`config.mk`:
```
export PLATFORM = sky130hd
export DESIGN_NAME = time_spec_line_parser_unit
export DESIGN_NICKNAME = d
export VERILOG_FILES = /design/src/tsp_pkg.sv /design/src/tsp_step.sv /design/src/time_spec_line_parser_unit.sv
export SDC_FILE = /design/constraint.sdc
export NUM_CORES = 1
export LEC_CHECK = 0
export BUFFER_PORTS_ARGS = -buffer_cell sky130_fd_sc_hd__buf_4
export CORE_MARGIN = 3
export CORE_UTILIZATION = 50
export CTS_BUF_LIST = sky130_fd_sc_hd__clkbuf_8
export CTS_CLUSTER_DIAMETER = 40
export DETAILED_ROUTE_END_ITERATION = 7
export MAX_ROUTING_LAYER = met4
export PLACE_DENSITY = 0.71
export SLEW_MARGIN = 20
export SYNTH_ARGS = -nofsm -noshare
export SYNTH_HDL_FRONTEND = slang
export SYNTH_SLANG_ARGS = --single-unit
export TNS_END_PERCENT = 5
```
`constraint.sdc`:
```
create_clock -name i_clk -period 4.9 [get_ports i_clk]
set_input_delay 0.49 -clock i_clk [delete_from_list [all_inputs] [get_ports i_clk]]
set_output_delay 0.49 -clock i_clk [all_outputs]
set_load 0.01 [all_outputs]
```
`src/tsp_pkg.sv`:
```
package tsp_pkg;

    // parse phase codes
    localparam logic [3:0] PH_IGNORE = 4'd0;
    localparam logic [3:0] PH_HR1    = 4'd1;
    localparam logic [3:0] PH_HR2    = 4'd2;
    localparam logic [3:0] PH_HRSEP  = 4'd3;
    localparam logic [3:0] PH_MN1    = 4'd4;
    localparam logic [3:0] PH_MN2    = 4'd5;
    localparam logic [3:0] PH_AMPM   = 4'd6;
    localparam logic [3:0] PH_LOSEM  = 4'd7;
    localparam logic [3:0] PH_LOOKSP = 4'd8;
    localparam logic [3:0] PH_LOSESP = 4'd9;
    localparam logic [3:0] PH_STORE  = 4'd10;

    // result kinds
    localparam logic KIND_TEXT = 1'b0;
    localparam logic KIND_DONE = 1'b1;

    localparam logic [6:0] HOUR_LIMIT   = 7'd24;
    localparam logic [6:0] MINUTE_LIMIT = 7'd60;
    localparam logic [6:0] NOON         = 7'd12;

    // character codes
    localparam logic [7:0] CH_NL    = 8'h0A;
    localparam logic [7:0] CH_TAB   = 8'h09;
    localparam logic [7:0] CH_SPACE = 8'h20;
    localparam logic [7:0] CH_COLON = 8'h3A;
    localparam logic [7:0] CH_DOT   = 8'h2E;
    localparam logic [7:0] CH_ZERO  = 8'h30;
    localparam logic [7:0] CH_NINE  = 8'h39;
    localparam logic [7:0] CH_LO_A  = 8'h61;
    localparam logic [7:0] CH_UP_A  = 8'h41;
    localparam logic [7:0] CH_LO_P  = 8'h70;
    localparam logic [7:0] CH_UP_P  = 8'h50;
    localparam logic [7:0] CH_LO_M  = 8'h6D;
    localparam logic [7:0] CH_UP_M  = 8'h4D;

    typedef struct packed {
        logic [3:0] phase;
        logic [6:0] hour;
        logic [6:0] minute;
    } t_state;

    typedef struct packed {
        logic       valid;
        logic       kind;
        logic [7:0] text_char;
        logic [4:0] hour;
        logic [5:0] minute;
    } t_result;

endpackage

```
`src/tsp_step.sv`:
```
module tsp_step (
    input  tsp_pkg::t_state  i_state,
    input  logic [7:0]       i_char,
    input  logic             i_eoi,
    output tsp_pkg::t_state  o_state,
    output tsp_pkg::t_result o_result
);

    logic       is_dig;
    logic       is_blank;
    logic       is_nl;
    logic       is_sep;
    logic [6:0] dval;
    logic       at_hr2;
    logic       at_sep;
    logic       at_mn1;
    logic       at_ampm;
    logic       at_losem;
    logic       rej_phase;
    tsp_pkg::t_result emit_res;

    assign is_dig   = (i_char >= tsp_pkg::CH_ZERO) && (i_char <= tsp_pkg::CH_NINE);
    assign is_blank = (i_char == tsp_pkg::CH_SPACE) || (i_char == tsp_pkg::CH_TAB);
    assign is_nl    = (i_char == tsp_pkg::CH_NL);
    assign is_sep   = (i_char == tsp_pkg::CH_COLON) || (i_char == tsp_pkg::CH_DOT);
    assign dval     = {3'b000, i_char[3:0]};

    // phases that fall into the later checks of the spec chain
    assign at_hr2   = (i_state.phase == tsp_pkg::PH_HR2);
    assign at_sep   = at_hr2 || (i_state.phase == tsp_pkg::PH_HRSEP);
    assign at_mn1   = at_sep || (i_state.phase == tsp_pkg::PH_MN1);
    assign at_ampm  = at_mn1 || (i_state.phase == tsp_pkg::PH_AMPM);
    assign at_losem = at_ampm || (i_state.phase == tsp_pkg::PH_LOSEM);

    // on a bad line: newline restarts, anything else skips to the newline
    assign rej_phase = is_nl;

    // text or completion item built from the current accumulators
    always_comb begin
        emit_res.valid     = 1'b1;
        emit_res.kind      = is_nl ? tsp_pkg::KIND_DONE : tsp_pkg::KIND_TEXT;
        emit_res.text_char = is_nl ? 8'h00 : i_char;
        emit_res.hour      = i_state.hour[4:0];
        emit_res.minute    = i_state.minute[5:0];
    end

    always_comb begin
        o_state  = i_state;
        o_result = emit_res;
        o_result.valid = 1'b0;

        if (i_eoi) begin
            if (i_state.phase == tsp_pkg::PH_STORE) begin
                o_result      = emit_res;
                o_result.kind = tsp_pkg::KIND_DONE;
                o_result.text_char = 8'h00;
            end
            o_state.phase  = tsp_pkg::PH_HR1;
            o_state.hour   = 7'd0;
            o_state.minute = 7'd0;
        end else begin
            case (i_state.phase)
                tsp_pkg::PH_IGNORE: begin
                    if (is_nl) begin
                        o_state.phase = tsp_pkg::PH_HR1;
                    end
                end
                tsp_pkg::PH_STORE, tsp_pkg::PH_LOSESP: begin
                    if (i_state.phase == tsp_pkg::PH_LOSESP && is_blank) begin
                        o_state.phase = tsp_pkg::PH_LOSESP;
                    end else if (is_nl) begin
                        o_result       = emit_res;
                        o_state.phase  = tsp_pkg::PH_HR1;
                        o_state.hour   = 7'd0;
                        o_state.minute = 7'd0;
                    end else begin
                        o_result      = emit_res;
                        o_state.phase = tsp_pkg::PH_STORE;
                    end
                end
                tsp_pkg::PH_HR2, tsp_pkg::PH_HRSEP, tsp_pkg::PH_MN1, tsp_pkg::PH_MN2,
                tsp_pkg::PH_AMPM, tsp_pkg::PH_LOSEM, tsp_pkg::PH_LOOKSP: begin
                    if (at_hr2 && is_dig) begin
                        // hour below ten here, so the product stays in 7 bits
                        o_state.hour  = {i_state.hour[3:0], 3'b000}
                                      + {i_state.hour[5:0], 1'b0} + dval;
                        o_state.phase = tsp_pkg::PH_HRSEP;
                    end else if (at_sep && is_sep) begin
                        o_state.phase = tsp_pkg::PH_MN1;
                    end else if (at_mn1 && is_dig) begin
                        o_state.minute = dval;
                        o_state.phase  = tsp_pkg::PH_MN2;
                    end else if (i_state.phase == tsp_pkg::PH_MN2) begin
                        if (is_dig) begin
                            o_state.minute = {i_state.minute[3:0], 3'b000}
                                           + {i_state.minute[5:0], 1'b0} + dval;
                            o_state.phase  = tsp_pkg::PH_AMPM;
                        end else begin
                            // single minute digit
                            o_state.phase = rej_phase ? tsp_pkg::PH_HR1
                                                      : tsp_pkg::PH_IGNORE;
                        end
                    end else if (at_ampm && (i_char == tsp_pkg::CH_LO_A
                                             || i_char == tsp_pkg::CH_UP_A)) begin
                        if (i_state.hour == tsp_pkg::NOON) begin
                            o_state.hour = 7'd0;
                        end
                        o_state.phase = tsp_pkg::PH_LOSEM;
                    end else if (at_ampm && (i_char == tsp_pkg::CH_LO_P
                                             || i_char == tsp_pkg::CH_UP_P)) begin
                        if (i_state.hour < tsp_pkg::NOON) begin
                            o_state.hour = i_state.hour + tsp_pkg::NOON;
                        end
                        o_state.phase = tsp_pkg::PH_LOSEM;
                    end else if (at_losem && (i_char == tsp_pkg::CH_LO_M
                                              || i_char == tsp_pkg::CH_UP_M)) begin
                        o_state.phase = tsp_pkg::PH_LOOKSP;
                    end else if (is_blank) begin
                        if (i_state.hour >= tsp_pkg::HOUR_LIMIT
                            || i_state.minute >= tsp_pkg::MINUTE_LIMIT) begin
                            o_state.phase = tsp_pkg::PH_IGNORE;
                        end else begin
                            o_state.phase = tsp_pkg::PH_LOSESP;
                        end
                    end else begin
                        o_state.phase = rej_phase ? tsp_pkg::PH_HR1 : tsp_pkg::PH_IGNORE;
                    end
                end
                default: begin
                    // first hour digit expected
                    if (is_dig) begin
                        o_state.hour   = dval;
                        o_state.minute = 7'd0;
                        o_state.phase  = tsp_pkg::PH_HR2;
                    end else begin
                        o_state.phase = rej_phase ? tsp_pkg::PH_HR1 : tsp_pkg::PH_IGNORE;
                    end
                end
            endcase
        end
    end

endmodule

```
`src/time_spec_line_parser_unit.sv`:
```
// channel  | dir | handshake          | payload
// ---------+-----+--------------------+-----------------------------------------------
// s_*      | in  | s_tvalid/s_tready  | s_tdata = char_code, s_tlast = end_of_input
// m_*      | out | m_tvalid/m_tready  | m_tuser = kind, m_tdata = text_char,hour,minute
//
// one request per cycle on the input while s_tready is high; each request gives zero or one result
// the parse state updates in the accept cycle and the result lands in the
// output register, seen on m_* in the next cycle
// s_tready is low only while the output register is full and m_tready is low
// synchronous active-low reset puts the parser at line start, output empty
module time_spec_line_parser_unit (
    input  logic        i_clk,
    input  logic        i_rst_n,
    input  logic        s_tvalid,
    output logic        s_tready,
    input  logic [7:0]  s_tdata,   // [7:0] char_code
    input  logic        s_tlast,   // end_of_input
    output logic        m_tvalid,
    input  logic        m_tready,
    output logic [23:0] m_tdata,   // [7:0] text_char, [12:8] hour, [18:13] minute, zero pad
    output logic        m_tuser    // kind: 0 text character, 1 record complete
);

    tsp_pkg::t_state  r_state;
    tsp_pkg::t_state  n_state;
    tsp_pkg::t_result step_res;
    logic             r_valid;
    logic             r_kind;
    logic [7:0]       r_char;
    logic [4:0]       r_hour;
    logic [5:0]       r_minute;
    logic             acc;

    // output register free or emptying this cycle
    assign s_tready = !r_valid || m_tready;
    assign acc      = s_tvalid && s_tready;

    tsp_step u_step (
        .i_state  (r_state),
        .i_char   (s_tdata),
        .i_eoi    (s_tlast),
        .o_state  (n_state),
        .o_result (step_res)
    );

    // parse state
    always_ff @(posedge i_clk) begin
        if (!i_rst_n) begin
            r_state.phase  <= tsp_pkg::PH_HR1;
            r_state.hour   <= 7'd0;
            r_state.minute <= 7'd0;
        end else if (acc) begin
            r_state <= n_state;
        end
    end

    // result register valid
    always_ff @(posedge i_clk) begin
        if (!i_rst_n) begin
            r_valid <= 1'b0;
        end else if (acc && step_res.valid) begin
            r_valid <= 1'b1;
        end else if (m_tready) begin
            r_valid <= 1'b0;
        end
    end

    // result payload
    always_ff @(posedge i_clk) begin
        if (acc && step_res.valid) begin
            r_kind   <= step_res.kind;
            r_char   <= step_res.text_char;
            r_hour   <= step_res.hour;
            r_minute <= step_res.minute;
        end
    end

    assign m_tvalid = r_valid;
    assign m_tuser  = r_kind;
    assign m_tdata  = {5'd0, r_minute, r_hour, r_char};

    // end of input always brings the parser back to line start
    a_eoi_reset: assert property (@(posedge i_clk) disable iff (!i_rst_n)
        (acc && s_tlast) |=> (r_state.phase == tsp_pkg::PH_HR1
                              && r_state.hour == 7'd0 && r_state.minute == 7'd0))
        else $error("parser not at line start after end of input");

    // the text part is only reached with a checked time
    a_store_range: assert property (@(posedge i_clk) disable iff (!i_rst_n)
        (r_state.phase == tsp_pkg::PH_STORE || r_state.phase == tsp_pkg::PH_LOSESP)
        |-> (r_state.hour < tsp_pkg::HOUR_LIMIT
             && r_state.minute < tsp_pkg::MINUTE_LIMIT))
        else $error("text part entered with out-of-range time");

    // every result carries a valid time
    a_out_range: assert property (@(posedge i_clk) disable iff (!i_rst_n)
        r_valid |-> (r_hour < 5'd24 && r_minute < 6'd60))
        else $error("result with out-of-range time");

    // completion items carry no text byte
    a_done_zero: assert property (@(posedge i_clk) disable iff (!i_rst_n)
        (r_valid && r_kind == tsp_pkg::KIND_DONE) |-> (r_char == 8'h00))
        else $error("completion item with text byte");

    // a held result is not dropped
    a_hold: assert property (@(posedge i_clk) disable iff (!i_rst_n)
        (r_valid && !m_tready) |=> r_valid)
        else $error("pending result lost");

endmodule

```
==> metrics.cfg <==
[final_layout]
finalNonFillerCells = 398
area_growth_pct = 12.4
nFillCells = 491
multi_input_area_mm2 = 0.00170
num_antenna_cells = 0
seqCellArea_um2 = 981
utilization_pct = 60.3
drive_above_1_share_pct = 18.6
nNetsFinal = 363

[drt]
antenna_left = 0
first_pass_iters = 5
drc = 0
post_drt_wl_per_cell_um = 16.0
vias = 2252
drtIter0Drc = 178
post_drt_via_cell_ratio = 5.66
totalWireLength_um = 6350

[clocking]
cts.sinks = 39
hold_buffers = 0
path_clk_slew_ps = 90
worst_skew_pair.late_latency_ps = 300
cts-buffers-inserted = 5
postCtsResizedCells = 0
tritoncts = yes
cts_setup_buffers = 0
htreeDepth = 2
root_buffer = clkbuf_8
clockBufferDepth = 2

[critical_path]
cp.arrival_ps = 2430
reg2reg_to = r_minute[5]
start_kind = flip-flop
critical_path_class = reg2reg
r2r_cells = 4
cp_max_fo = 21
rr_startpoint = r_state[16]
endpoint_kind = flip-flop
cp_data_required_time_ps = 4820
crit_start = r_state[16]
r2r_setup_slack_ps = 2390

[global_routing]
grt_pass1_vias = 2150
overflow = 0
grt_usage_pct = 21.6
antenna_found_initial = 0
grt_pass1_wl_um = 10600
grt_max_degree = 23

[placement]
port_buffers = 34
place_inst = 390
hpwlAfterDp_um = 4790
place_congestion = 0.924

[synth]
netlist-cell-type-count = 63
synth.yosys.seq_area_share_pct = 34.5
synth_cells = 300
synthTopCellsByArea = edfxtp_1, dfxtp_1, ha_1, nand2_1, mux2i_1
yosysWarnings = 0
syn_area_per_cell_um2 = 9.48
synth_area_mm2 = 0.00285
ys_ff_latch = 39
async_flop_share_pct = 0
synth_edf_count = 20
synth_top_area_cell = edfxtp_1
synth_top_flop_cell = edfxtp_1
synth_top_area_share_pct = 21.1

[power_and_ir_drop]
p_leak_nw = 1.34
power_density_mw_per_mm2 = 218
p_total_w = 0.000696
peakVddDrop_v = 0.000123

[floorplanning]
dieArea_mm2 = 0.00663
num_io_pins = 40
rows = 26
core-area_mm2 = 0.00530
initial_core_util_pct = 53.7
die-height_um = 81.4
die_x_um = 81.4

[timing]
tns_ps = 0
skew_ps = 10.5
rsz0062_at_grt = no
whs_ps = 478
hold_viol = 0
fmax_mhz = 399
setup_viol = 0
fin_crit_ps = 2510
worstMarginPinSlew_ps = 896
slew_violations = 0
slew_headroom_pct = 40.3
period_share_pct = 51.2

[hold_path]
hold_start = r_state[6]
holdPathStages = 2
hp-class = reg2reg
hold_end = r_state[6]

[job]
drv_cap = 0

[status]
outcome = completed

[cell usage after synthesis (all sizes together), types with 6 or more instances]
library cell	number
mux2i	13
nor3	6
nand3	6
buf	14
a21oi	11
dfxtp	19
inv	15
edfxtp	20
ha	19
o21ai	12
xor2	6
nor2	17
nand2	41
xnor2	10
nor2b	12
[worst max path at each step]
stage,endpoint,slack (ps),depth (start not counted)
after detailed placement,r_state[13],2190,10
after floorplan,r_state[13],2450,9
after global routing,r_char[1],2140,4
final,r_minute[5],2390,4
after global placement,r_state[13],2230,10
after CTS,r_hour[3],2370,3
[cell usage in the layout (no fill, tap or decap), types with 5 or more instances in the layout]
master / n
a21oi_1: 9
buf_4: 34
clkbuf_8: 5
conb_1: 5
dfxtp_1: 19
edfxtp_1: 20
ha_1: 19
inv_1: 14
mux2i_1: 13
nand2_1: 40
nand3_1: 6
nor2_1: 17
nor2b_1: 12
nor3_1: 6
o211ai_1: 5
o21ai_0: 9
xnor2_1: 10
xor2_1: 6
[routing by layer]
metal	wire (um)	GRT usage [%]	up-vias	share of wire (%)
li1	-	-	1117	-
met1	2970	29.3	1039	47
met2	2850	33.3	86	45
met3	441	3.40	10	6.9
met4	91	6.25	0	1.4
met5	0	-	-	0
[critical path, stage by stage (launching register included)]
cell     delay [ps]
dfxtp_1         480
nor2_1          290
nand2_1         110
nor2_1          440
o21a_1          800
[report_power, final]
| group | internal (W) | switching, W |
|---|---|---|
| registers | 0.000343 | 0.00000557 |
| logic | 0.0000299 | 0.0000404 |
| clock network | 0.000153 | 0.000124 |
[state kept, by name, summed over array words and instances (netlist names)]
name      cells
r_char        8
m_tvalid      1
r_state      18
r_minute      6
r_hour        5
m_tuser       1
[through the flow]
step / setup slack [ps] / area, um^2
final: 2390 / 3200
after global routing: 2140 / 3200
after CTS: 2370 / 3200
after detailed placement: 2190 / 3080
after global placement: 2230 / 3080
after floorplan: 2450 / 2860
[cell families after synthesis]
family          after synthesis  share of synthesized area (%)
compound gates               53                           14.5
xor+xnor                     16                           4.93
fa+ha+maj                    23                           11.2
buf+inv                      33                           6.24
flops                        39                           34.5
mux                          16                           5.89
other cells                   1                          0.132
simple gates                119                           22.6
[final cells by class]
cell class / count / area share (%)
Tap cell: 70 / 2.74
Inverter: 15 / 1.76
Timing Repair Buffer: 34 / 7.98
Clock buffer: 5 / 2.15
Sequential cell: 39 / 30.7
Multi-Input combinational cell: 232 / 53.2
Clock inverter: 3 / 1.45
Power figures use the tool's default switching activity.
